==> src/rtl/bounded_array_list_top_macros.svh <==
// ----------------------------------------------------------------------------
// Bounded array list assertion macros
// Concurrent assertion shorthands clocked on clk_i and disabled in reset.
// ----------------------------------------------------------------------------
`ifndef BOUNDED_ARRAY_LIST_TOP_MACROS_SVH
`define BOUNDED_ARRAY_LIST_TOP_MACROS_SVH
`ifndef SYNTH
// A property that must hold at every clock edge out of reset.
`define BAL_ASSERT(name, prop, msg) \
  name: assert property (@(posedge clk_i) disable iff (!rst_ni) (prop)) else $error(msg);
// A condition that must be followed by another one in the next cycle.
`define BAL_ASSERT_NEXT(name, pre, post, msg) \
  name: assert property (@(posedge clk_i) disable iff (!rst_ni) (pre) |=> (post)) \
    else $error(msg);
`else
`define BAL_ASSERT(name, prop, msg)
`define BAL_ASSERT_NEXT(name, pre, post, msg)
`endif
`endif

==> src/rtl/bal_pkg.sv <==
// ----------------------------------------------------------------------------
// Bounded array list package
// Sizes, request and status codes, and the structs shared by the list blocks.
// ----------------------------------------------------------------------------
`default_nettype none

package bal_pkg;

  // List capacity and the widths that follow from it.
  localparam int CAPACITY = 16;
  localparam int ADDR_W   = $clog2(CAPACITY);
  localparam int CNT_W    = $clog2(CAPACITY + 1);

  // Fixed field widths of the request and result channels.
  localparam int REQ_W   = 3;
  localparam int POS_W   = 4;
  localparam int DATA_W  = 32;
  localparam int ST_W    = 2;
  localparam int COUNT_W = 5;
  localparam int IDX_W   = 4;

  // Width used to compare a request position against the entry count.
  localparam int CMP_W = (CNT_W > POS_W) ? CNT_W + 1 : POS_W + 1;

  // Request codes.
  typedef enum logic [REQ_W-1:0] {
    REQ_PUSH   = 3'd0,
    REQ_POP    = 3'd1,
    REQ_INSERT = 3'd2,
    REQ_REMOVE = 3'd3,
    REQ_DUMP   = 3'd4
  } req_e;

  // Status codes.
  typedef enum logic [ST_W-1:0] {
    ST_OK    = 2'd0,
    ST_FULL  = 2'd1,
    ST_EMPTY = 2'd2,
    ST_GAP   = 2'd3
  } status_e;

  // One result item as produced by the sequencer.
  typedef struct packed {
    logic [ST_W-1:0]    status;
    logic [COUNT_W-1:0] count;
    logic [IDX_W-1:0]   index;
    logic [DATA_W-1:0]  value;
    logic               last;
  } res_t;

  // Access to the entry memory.
  typedef struct packed {
    logic              we;
    logic [ADDR_W-1:0] waddr;
    logic [DATA_W-1:0] wdata;
    logic              re;
    logic [ADDR_W-1:0] raddr;
  } ram_req_t;

endpackage

`default_nettype wire

==> src/rtl/bal_ram.sv <==
// ----------------------------------------------------------------------------
// Generic single-port-write RAM
// One write port and one read port with registered read data.
// ----------------------------------------------------------------------------
`default_nettype none

module bal_ram #(
  parameter int WIDTH = 32,
  parameter int DEPTH = 16
) (
  input  wire logic                     clk_i,
  input  wire logic                     we_i,
  input  wire logic [$clog2(DEPTH)-1:0] waddr_i,
  input  wire logic [WIDTH-1:0]         wdata_i,
  input  wire logic                     re_i,
  input  wire logic [$clog2(DEPTH)-1:0] raddr_i,
  output logic      [WIDTH-1:0]         rdata_o
);

  logic [WIDTH-1:0] mem_q [DEPTH];

  // Write port.
  always_ff @(posedge clk_i) begin
    if (we_i) begin
      mem_q[waddr_i] <= wdata_i;
    end
  end

  // Registered read port; the data holds while no read is requested.
  always_ff @(posedge clk_i) begin
    if (re_i) begin
      rdata_o <= mem_q[raddr_i];
    end
  end

endmodule

`default_nettype wire

==> src/rtl/bal_seq.sv <==
// ----------------------------------------------------------------------------
// Bounded array list sequencer
// Decodes a request and walks the entry memory with one shared pointer
// stepper, one entry move or one dump read at a time.
// ----------------------------------------------------------------------------
`default_nettype none
`include "bounded_array_list_top_macros.svh"

module bal_seq
  import bal_pkg::*;
(
  input  wire logic              clk_i,
  input  wire logic              rst_ni,
  input  wire logic              in_valid_i,
  output logic                   in_ready_o,
  input  wire logic [REQ_W-1:0]  req_type_i,
  input  wire logic [POS_W-1:0]  position_i,
  input  wire logic [DATA_W-1:0] value_i,
  output ram_req_t               ram_o,
  input  wire logic [DATA_W-1:0] ram_rdata_i,
  output logic                   emit_valid_o,
  input  wire logic              emit_ready_i,
  output res_t                   emit_o
);

  typedef enum logic [7:0] {
    S_IDLE      = 8'b0000_0001,
    S_DECODE    = 8'b0000_0010,
    S_WRITE     = 8'b0000_0100,
    S_SHIFT_RD  = 8'b0000_1000,
    S_SHIFT_WR  = 8'b0001_0000,
    S_DUMP_RD   = 8'b0010_0000,
    S_DUMP_EMIT = 8'b0100_0000,
    S_RESULT    = 8'b1000_0000
  } state_e;

  state_e            state_q, state_d;
  logic [REQ_W-1:0]  req_q, req_d;
  logic [POS_W-1:0]  pos_q, pos_d;
  logic [DATA_W-1:0] val_q, val_d;
  logic [CNT_W-1:0]  count_q, count_d;
  logic [ADDR_W-1:0] ptr_q, ptr_d;
  logic [ST_W-1:0]   status_q, status_d;
  logic              dir_q, dir_d;

  logic [ADDR_W-1:0] step;
  logic [ADDR_W-1:0] last_idx;
  logic [CMP_W-1:0]  cnt_ext;
  logic [CMP_W-1:0]  pos_ext;
  logic              full;
  logic              empty;

  // Shared pointer stepper: down toward the insert point, else up.
  assign step     = dir_q ? (ptr_q - 1'b1) : (ptr_q + 1'b1);
  assign last_idx = ADDR_W'(count_q - 1'b1);
  assign cnt_ext  = CMP_W'(count_q);
  assign pos_ext  = CMP_W'(pos_q);
  assign full     = (count_q == CNT_W'(CAPACITY));
  assign empty    = (count_q == '0);

  // Next-state and datapath control.
  always_comb begin
    state_d  = state_q;
    req_d    = req_q;
    pos_d    = pos_q;
    val_d    = val_q;
    count_d  = count_q;
    ptr_d    = ptr_q;
    status_d = status_q;
    dir_d    = dir_q;

    in_ready_o   = (state_q == S_IDLE);
    ram_o.we     = 1'b0;
    ram_o.waddr  = ptr_q;
    ram_o.wdata  = val_q;
    ram_o.re     = 1'b0;
    ram_o.raddr  = step;
    emit_valid_o = 1'b0;
    emit_o.status = status_q;
    emit_o.count  = COUNT_W'(count_q);
    emit_o.index  = '0;
    emit_o.value  = '0;
    emit_o.last   = 1'b1;

    case (state_q)
      S_IDLE: begin
        if (in_valid_i) begin
          req_d   = req_type_i;
          pos_d   = position_i;
          val_d   = value_i;
          state_d = S_DECODE;
        end
      end

      S_DECODE: begin
        status_d = ST_OK;
        state_d  = S_RESULT;
        case (req_e'(req_q))
          REQ_PUSH: begin
            if (full) begin
              status_d = ST_FULL;
            end else begin
              ptr_d   = ADDR_W'(count_q);
              state_d = S_WRITE;
            end
          end
          REQ_POP: begin
            if (empty) begin
              status_d = ST_EMPTY;
            end else begin
              count_d = count_q - 1'b1;
            end
          end
          REQ_INSERT: begin
            if (full) begin
              status_d = ST_FULL;
            end else if (pos_ext > cnt_ext) begin
              status_d = ST_GAP;
            end else begin
              ptr_d   = ADDR_W'(count_q);
              dir_d   = 1'b1;
              state_d = (pos_ext == cnt_ext) ? S_WRITE : S_SHIFT_RD;
            end
          end
          REQ_REMOVE: begin
            if (empty || (pos_ext >= cnt_ext)) begin
              status_d = ST_EMPTY;
            end else begin
              ptr_d = ADDR_W'(pos_q);
              dir_d = 1'b0;
              if ((pos_ext + CMP_W'(1)) == cnt_ext) begin
                count_d = count_q - 1'b1;
              end else begin
                state_d = S_SHIFT_RD;
              end
            end
          end
          REQ_DUMP: begin
            if (empty) begin
              status_d = ST_EMPTY;
            end else begin
              ptr_d   = '0;
              dir_d   = 1'b0;
              state_d = S_DUMP_RD;
            end
          end
          default: begin
            status_d = ST_OK;
          end
        endcase
      end

      // Fetch the neighbor that moves into the pointer slot.
      S_SHIFT_RD: begin
        ram_o.re = 1'b1;
        state_d  = S_SHIFT_WR;
      end

      S_SHIFT_WR: begin
        ram_o.we    = 1'b1;
        ram_o.wdata = ram_rdata_i;
        ptr_d       = step;
        if (dir_q) begin
          state_d = (step == ADDR_W'(pos_q)) ? S_WRITE : S_SHIFT_RD;
        end else if (step == last_idx) begin
          count_d = count_q - 1'b1;
          state_d = S_RESULT;
        end else begin
          state_d = S_SHIFT_RD;
        end
      end

      // Store the new word for push or insert.
      S_WRITE: begin
        ram_o.we = 1'b1;
        count_d  = count_q + 1'b1;
        state_d  = S_RESULT;
      end

      S_DUMP_RD: begin
        ram_o.re    = 1'b1;
        ram_o.raddr = ptr_q;
        state_d     = S_DUMP_EMIT;
      end

      S_DUMP_EMIT: begin
        emit_valid_o  = 1'b1;
        emit_o.status = ST_OK;
        emit_o.index  = IDX_W'(ptr_q);
        emit_o.value  = ram_rdata_i;
        emit_o.last   = (ptr_q == last_idx);
        if (emit_ready_i) begin
          if (ptr_q == last_idx) begin
            state_d = S_IDLE;
          end else begin
            ptr_d   = step;
            state_d = S_DUMP_RD;
          end
        end
      end

      S_RESULT: begin
        emit_valid_o = 1'b1;
        if (emit_ready_i) begin
          state_d = S_IDLE;
        end
      end

      default: begin
        state_d = S_IDLE;
      end
    endcase
  end

  // Control state.
  always_ff @(posedge clk_i or negedge rst_ni) begin
    if (!rst_ni) begin
      state_q <= S_IDLE;
      count_q <= '0;
    end else begin
      state_q <= state_d;
      count_q <= count_d;
    end
  end

  // Request and walk registers.
  always_ff @(posedge clk_i) begin
    req_q    <= req_d;
    pos_q    <= pos_d;
    val_q    <= val_d;
    ptr_q    <= ptr_d;
    status_q <= status_d;
    dir_q    <= dir_d;
  end

  `BAL_ASSERT(a_count_bound, count_q <= CAPACITY, "entry count exceeds capacity")
  `BAL_ASSERT(a_waddr_bound, !ram_o.we || (ram_o.waddr < CAPACITY), "write beyond capacity")
  `BAL_ASSERT(a_count_step, (count_q == $past(count_q)) || (count_q == $past(count_q) + 1) || (count_q + 1 == $past(count_q)), "entry count moved by more than one")
  `BAL_ASSERT_NEXT(a_accept_decode, in_valid_i && in_ready_o, state_q == S_DECODE, "accepted request not decoded")

endmodule

`default_nettype wire

==> src/rtl/bounded_array_list_top.sv <==
// Push and an insert at the end pass through decode, write and result; pop, a remove
// of the last entry, refused requests and unused codes pass through decode and result. Other
// inserts and removes add one memory read and one write per entry moved before the result.
// A dump reads each entry and then emits it as a result, one entry at a time.
// Input is accepted again as soon as the last result sits in the output register.
// Reset empties the list at once; entry storage is not cleared.
`default_nettype none
`include "bounded_array_list_top_macros.svh"

// ----------------------------------------------------------------------------
// Bounded array list
// Ordered list of signed words with push, pop, insert, remove and dump
// requests, entries held in a RAM and walked by a sequencer.
// ----------------------------------------------------------------------------
module bounded_array_list_top
  import bal_pkg::*;
(
  input  wire logic                     clk_i,
  input  wire logic                     rst_ni,
  input  wire logic                     in_valid_i,
  output logic                          in_ready_o,
  input  wire logic [REQ_W-1:0]         req_type_i,
  input  wire logic [POS_W-1:0]         position_i,
  input  wire logic signed [DATA_W-1:0] value_i,
  output logic                          out_valid_o,
  input  wire logic                     out_ready_i,
  output logic [ST_W-1:0]               status_o,
  output logic [COUNT_W-1:0]            count_o,
  output logic [IDX_W-1:0]              out_index_o,
  output logic signed [DATA_W-1:0]      out_value_o,
  output logic                          last_o
);

  ram_req_t          ram_req;
  logic [DATA_W-1:0] ram_rdata;
  logic              emit_valid;
  logic              emit_ready;
  res_t              emit;
  res_t              out_q;
  logic              out_valid_q;

  bal_seq u_seq (
    .clk_i        (clk_i),
    .rst_ni       (rst_ni),
    .in_valid_i   (in_valid_i),
    .in_ready_o   (in_ready_o),
    .req_type_i   (req_type_i),
    .position_i   (position_i),
    .value_i      (value_i),
    .ram_o        (ram_req),
    .ram_rdata_i  (ram_rdata),
    .emit_valid_o (emit_valid),
    .emit_ready_i (emit_ready),
    .emit_o       (emit)
  );

  bal_ram #(
    .WIDTH (DATA_W),
    .DEPTH (CAPACITY)
  ) u_ram (
    .clk_i   (clk_i),
    .we_i    (ram_req.we),
    .waddr_i (ram_req.waddr),
    .wdata_i (ram_req.wdata),
    .re_i    (ram_req.re),
    .raddr_i (ram_req.raddr),
    .rdata_o (ram_rdata)
  );

  // The output register takes a new result when empty or being drained.
  assign emit_ready = !out_valid_q || out_ready_i;

  always_ff @(posedge clk_i or negedge rst_ni) begin
    if (!rst_ni) begin
      out_valid_q <= 1'b0;
    end else if (emit_valid && emit_ready) begin
      out_valid_q <= 1'b1;
    end else if (out_ready_i) begin
      out_valid_q <= 1'b0;
    end
  end

  always_ff @(posedge clk_i) begin
    if (emit_valid && emit_ready) begin
      out_q <= emit;
    end
  end

  assign out_valid_o = out_valid_q;
  assign status_o    = out_q.status;
  assign count_o     = out_q.count;
  assign out_index_o = out_q.index;
  assign out_value_o = out_q.value;
  assign last_o      = out_q.last;

  `BAL_ASSERT(a_no_emit_on_accept, !(in_valid_i && in_ready_o) || !emit_valid, "request accepted while a result is produced")

endmodule

`default_nettype wire

==> config.mk <==
export PLATFORM = sky130hd
export DESIGN_NAME = bounded_array_list_top
export DESIGN_NICKNAME = d
export VERILOG_FILES = /design/src/rtl/bal_pkg.sv /design/src/rtl/bal_ram.sv /design/src/rtl/bal_seq.sv /design/src/rtl/bounded_array_list_top.sv
export VERILOG_INCLUDE_DIRS = /design/src /design/src/rtl
export SDC_FILE = /design/constraint.sdc
export NUM_CORES = 1
export LEC_CHECK = 0
export BUFFER_PORTS_ARGS = -buffer_cell sky130_fd_sc_hd__buf_4
export CAP_MARGIN = 20
export CORE_MARGIN = 2
export CORE_UTILIZATION = 50
export CTS_CLUSTER_DIAMETER = 120
export DETAILED_ROUTE_END_ITERATION = 8
export GPL_ROUTABILITY_DRIVEN = 0
export PLACE_DENSITY = 0.76
export SETUP_SLACK_MARGIN = 0.2
export SYNTH_ARGS = -nofsm -noshare
export SYNTH_HDL_FRONTEND = slang
export SYNTH_SLANG_ARGS = --single-unit
==> constraint.sdc <==
create_clock -name clk_i -period 4.3 [get_ports clk_i]
set_input_delay 0.215 -clock clk_i [delete_from_list [all_inputs] [get_ports clk_i]]
set_output_delay 0.215 -clock clk_i [all_outputs]
set_load 0.01 [all_outputs]
==> impl_metrics.tcl <==
set metrics [dict create \
    cp_max_fo 76 \
    maximum_number_of_pins_on_one_net_before_global_route_repair 106 \
    grt_antenna_before_repair 0 \
    final_critical_path_required_period_ns 3.77 \
    clk_pin_slew_worst_paths_ns 0.06 \
    starting_density_of_the_core_pct 50.8 \
    critPathKind "reg -> reg" \
    netlist-cell-type-count 68 \
    timing.final.hold_violations 0 \
    worst_path_max_delay_cell "sky130_fd_sc_hd__xnor2_1" \
    chipHeight_um 233 \
    die_area_um2 54300 \
    fp-row-count 83 \
    async_flop_share_pct 2.16 \
    avgRoutedWirePerCell_um 23.9 \
    cts.repair.resized 0 \
    synth_seq_cells 648 \
    groute.usage.overall_pct 21.8 \
    syn_area_um2 26200 \
    synth_edf_count 634 \
    route.layer.met1.wl_mm 24.2 \
    io-pin-count 89 \
    cp_top_family "XOR/XNOR gates" \
    design.core.area_um2 51600 \
    numPlacedInstances 2303 \
    worst_ep_required_time_ns 4.63 \
    power_leakage_nw 10.2 \
    route.met2.wl_mm 29.1 \
    post_synth.cell_area_avg_um2 16.5 \
    die_w_um 233 \
    timing.fmax_ghz 0.265 \
    synth.yosys.warnings 0 \
    post_route_wl_mm 58.9 \
    routed.top_layer "met4" \
    numCtsBuffers 66 \
    synth_top_area_share_pct 72.6 \
    cp_num_buf_inv 1 \
    area_delta_synth_final_pct 16.1 \
    htreeDepth 3 \
    dr_total_vias 14900 \
    post_cts.repair.setup_buffers 0 \
    globalRoute.totalOverflow 0 \
    detail_route.vias_per_cell 6.04 \
    io_buffers 88 \
    run_status "finished clean" \
    report.final.setup_viol 0 \
    fin_cells 2463 \
    synth_top_area_cell "sky130_fd_sc_hd__edfxtp_1" \
    first_pass_grt_wire_length_mm 88.4 \
    worstSkewPairLatency_ns 0.60 \
    met3_length_mm 3.96 \
    timing_worst_slew_pin_value_ns 0.960 \
    startpoint_type_of_the_worst_setup_path "register" \
    worst_path_largest_cell_delay_ns 0.77 \
    num-nets-final 1788 \
    final_layout_size_suffix_gt1_share_pct 20.2 \
    cellPowerDensity_nw_per_um2 559 \
    cts_root_buf "sky130_fd_sc_hd__clkbuf_16" \
    rsz0062_at_grt "false" \
    worst_rel_slew_slack_pct 35.5 \
    clock_sinks 648 \
    crit_path_arrival_time_ns 4.10 \
    period_share_pct 87.6 \
    postRouteAntennaNets 0 \
    total_count_of_max_transition_violations_in_the_final_report 0 \
    clock-skew-final_ns 0.0304 \
    min-delay-path-class "in -> async" \
    crit_path_end_kind "register" \
    vdd_ir_drop_max_v 0.000328 \
    n_antenna_cell 0 \
    netlist_top_cells_area "sky130_fd_sc_hd__edfxtp_1, sky130_fd_sc_hd__mux2_2, sky130_fd_sc_hd__mux2i_1" \
    via_count_of_the_first_global_routing_pass 14800 \
    detail_route.iter0.violations 1541 \
    setup_tns_ns 0 \
    synth_seq_area_share_pct 74.0 \
    mappedNetlistNets 1645 \
    clockBufferDepth 3 \
    cell_chain_critical_path "fa_1 -> xnor2_1 -> o21ai_1 -> and2_4 -> buf_4 -> a21oi_1 -> a221o_1 -> o211ai_1" \
    drc 0 \
    number_of_iterations_in_the_first_detailed_routing_pass 5 \
    tritoncts "built" \
    hpwl_mm 32.6 \
    synth-main-ff-cell "sky130_fd_sc_hd__edfxtp_1" \
    postSynthCellCount 1591 \
    drv.max_cap_violation_count 0 \
    fill_cells 3687 \
]
-- path summary, 6_finish.rpt --
path	start	end	slack, ns	cells after the start
worst max-delay path	u_seq.ptr_q[1]$_DFFE_PP_	u_ram.rdata_o[15]$_DFFE_PP_	0.53	8
worst min-delay path	rst_ni	u_seq.state_q[0]$_DFFE_PN1P_	0.11	2
worst max register to register	u_seq.ptr_q[1]$_DFFE_PP_	u_ram.rdata_o[15]$_DFFE_PP_	0.53	8
worst min register to register	u_seq.status_q[1]$_DFFE_PP_	status_o[1]$_SDFFCE_PN0P_	0.55	1
max in group asynchronous	rst_ni	u_seq.state_q[4]$_DFFE_PN0P_	3.15	3
min in group clk_i	value_i[28]	u_seq.val_q[28]$_DFFE_PP_	0.34	2
-- where the power goes --
group          switching [mW]  leakage (nW)  internal, mW  total, mW
Clock                    2.34         0.971          3.00       5.34
Sequential              0.219          5.95          7.58       7.80
Combinational            2.42          3.33          1.44       3.86
Total                    4.98          10.2          12.0       17.0
-- sequential cells by signal (all words and copies together) (netlist names) --
name / flops
out_valid_o: 1
u_ram.mem_q: 512
u_seq.pos_q: 4
u_seq.req_q: 3
count_o: 5
out_value_o: 32
out_index_o: 4
u_seq.val_q: 32
u_seq.ptr_q: 4
u_seq.count_q: 5
u_seq.dir_q: 1
u_seq.state_q: 8
u_seq.status_q: 2
u_ram.rdata_o: 32
status_o: 2
last_o: 1
-- cell usage in the layout, fill, tap and decap left out, types with 15 or more instances in the layout --
cell and count:
sky130_fd_sc_hd__clkbuf_16 67, sky130_fd_sc_hd__buf_12 19, sky130_fd_sc_hd__dlygate4sd3_1 43, sky130_fd_sc_hd__a21oi_1 73, sky130_fd_sc_hd__a32o_1 31, sky130_fd_sc_hd__xnor2_1 19, sky130_fd_sc_hd__o211ai_1 33, sky130_fd_sc_hd__edfxtp_1 634
sky130_fd_sc_hd__buf_4 114, sky130_fd_sc_hd__mux2i_1 96, sky130_fd_sc_hd__a221o_1 62, sky130_fd_sc_hd__clkinv_1 15, sky130_fd_sc_hd__nand2_1 148, sky130_fd_sc_hd__and2_1 38, sky130_fd_sc_hd__o221ai_1 34, sky130_fd_sc_hd__mux2_2 95
-- synthesized netlist by cell type, types with 14 or more instances --
library cell               number
sky130_fd_sc_hd__a21oi_1       73
sky130_fd_sc_hd__a221o_1       62
sky130_fd_sc_hd__a32o_1        31
sky130_fd_sc_hd__and2_1        40
sky130_fd_sc_hd__buf_2         19
sky130_fd_sc_hd__clkbuf_1      56
sky130_fd_sc_hd__edfxtp_1     634
sky130_fd_sc_hd__inv_1         14
sky130_fd_sc_hd__mux2_2        95
sky130_fd_sc_hd__mux2i_1       96
sky130_fd_sc_hd__nand2_1      148
sky130_fd_sc_hd__nor2_1        27
sky130_fd_sc_hd__nor3_1        14
sky130_fd_sc_hd__o211ai_1      33
sky130_fd_sc_hd__o221ai_1      34
sky130_fd_sc_hd__xnor2_1       20
-- stage by stage --
stage	cell area [µm²]	total power [mW]	worst slack (ns)	hold WS, ns	util, %
2_1_floorplan	26200	10.6	0.745	-0.0806	-
5_1_grt	30400	17.7	0.410	0.114	59.0
3_3_place_gp	28000	11.6	0.846	0.0742	54.2
3_5_place_dp	28000	11.7	0.634	0.0787	54.2
6_report	30400	17.0	0.533	0.106	59.0
4_1_cts	30400	17.1	0.616	0.0719	59.0
-- what timing repair did --
action / CTS / global route
endpoints found under the setup margin: 0 / 0
hold buffers: 43 / 0
hold endpoints to repair: 55 / 0
-- logic make-up after synthesis --
group                    after synthesis  synth area share [%]
flip-flops                           648                  74.0
AND/OR/NAND/NOR                      300                  5.66
AO/OA/AOI/OAI                        292                  8.70
multiplexers                         191                  7.75
buffers and inverters                116                  2.21
XOR/XNOR                              33                  1.16
adder cells (fa/ha/maj)               11                 0.554
-- routing by layer --
layer	vias up	global-route usage (%)
met4	0	8.38
li1	6611	-
met2	640	36.4
met3	105	3.15
met5	-	0
met1	7519	29.0
-- final cells by class --
| cell class | instances | area, µm² | share of cell area, % |
|---|---|---|---|
| multi-input combinational | 827 | 6460 | 21.2 |
| inverter | 15 | 56.3 | 0.185 |
| clock inverter | 38 | 289 | 0.950 |
| tap | 680 | 851 | 2.80 |
| clock buffer | 79 | 1720 | 5.66 |
| timing repair buffer | 176 | 1670 | 5.48 |
| sequential | 648 | 19400 | 63.7 |
(Power assumes the default switching activity.)
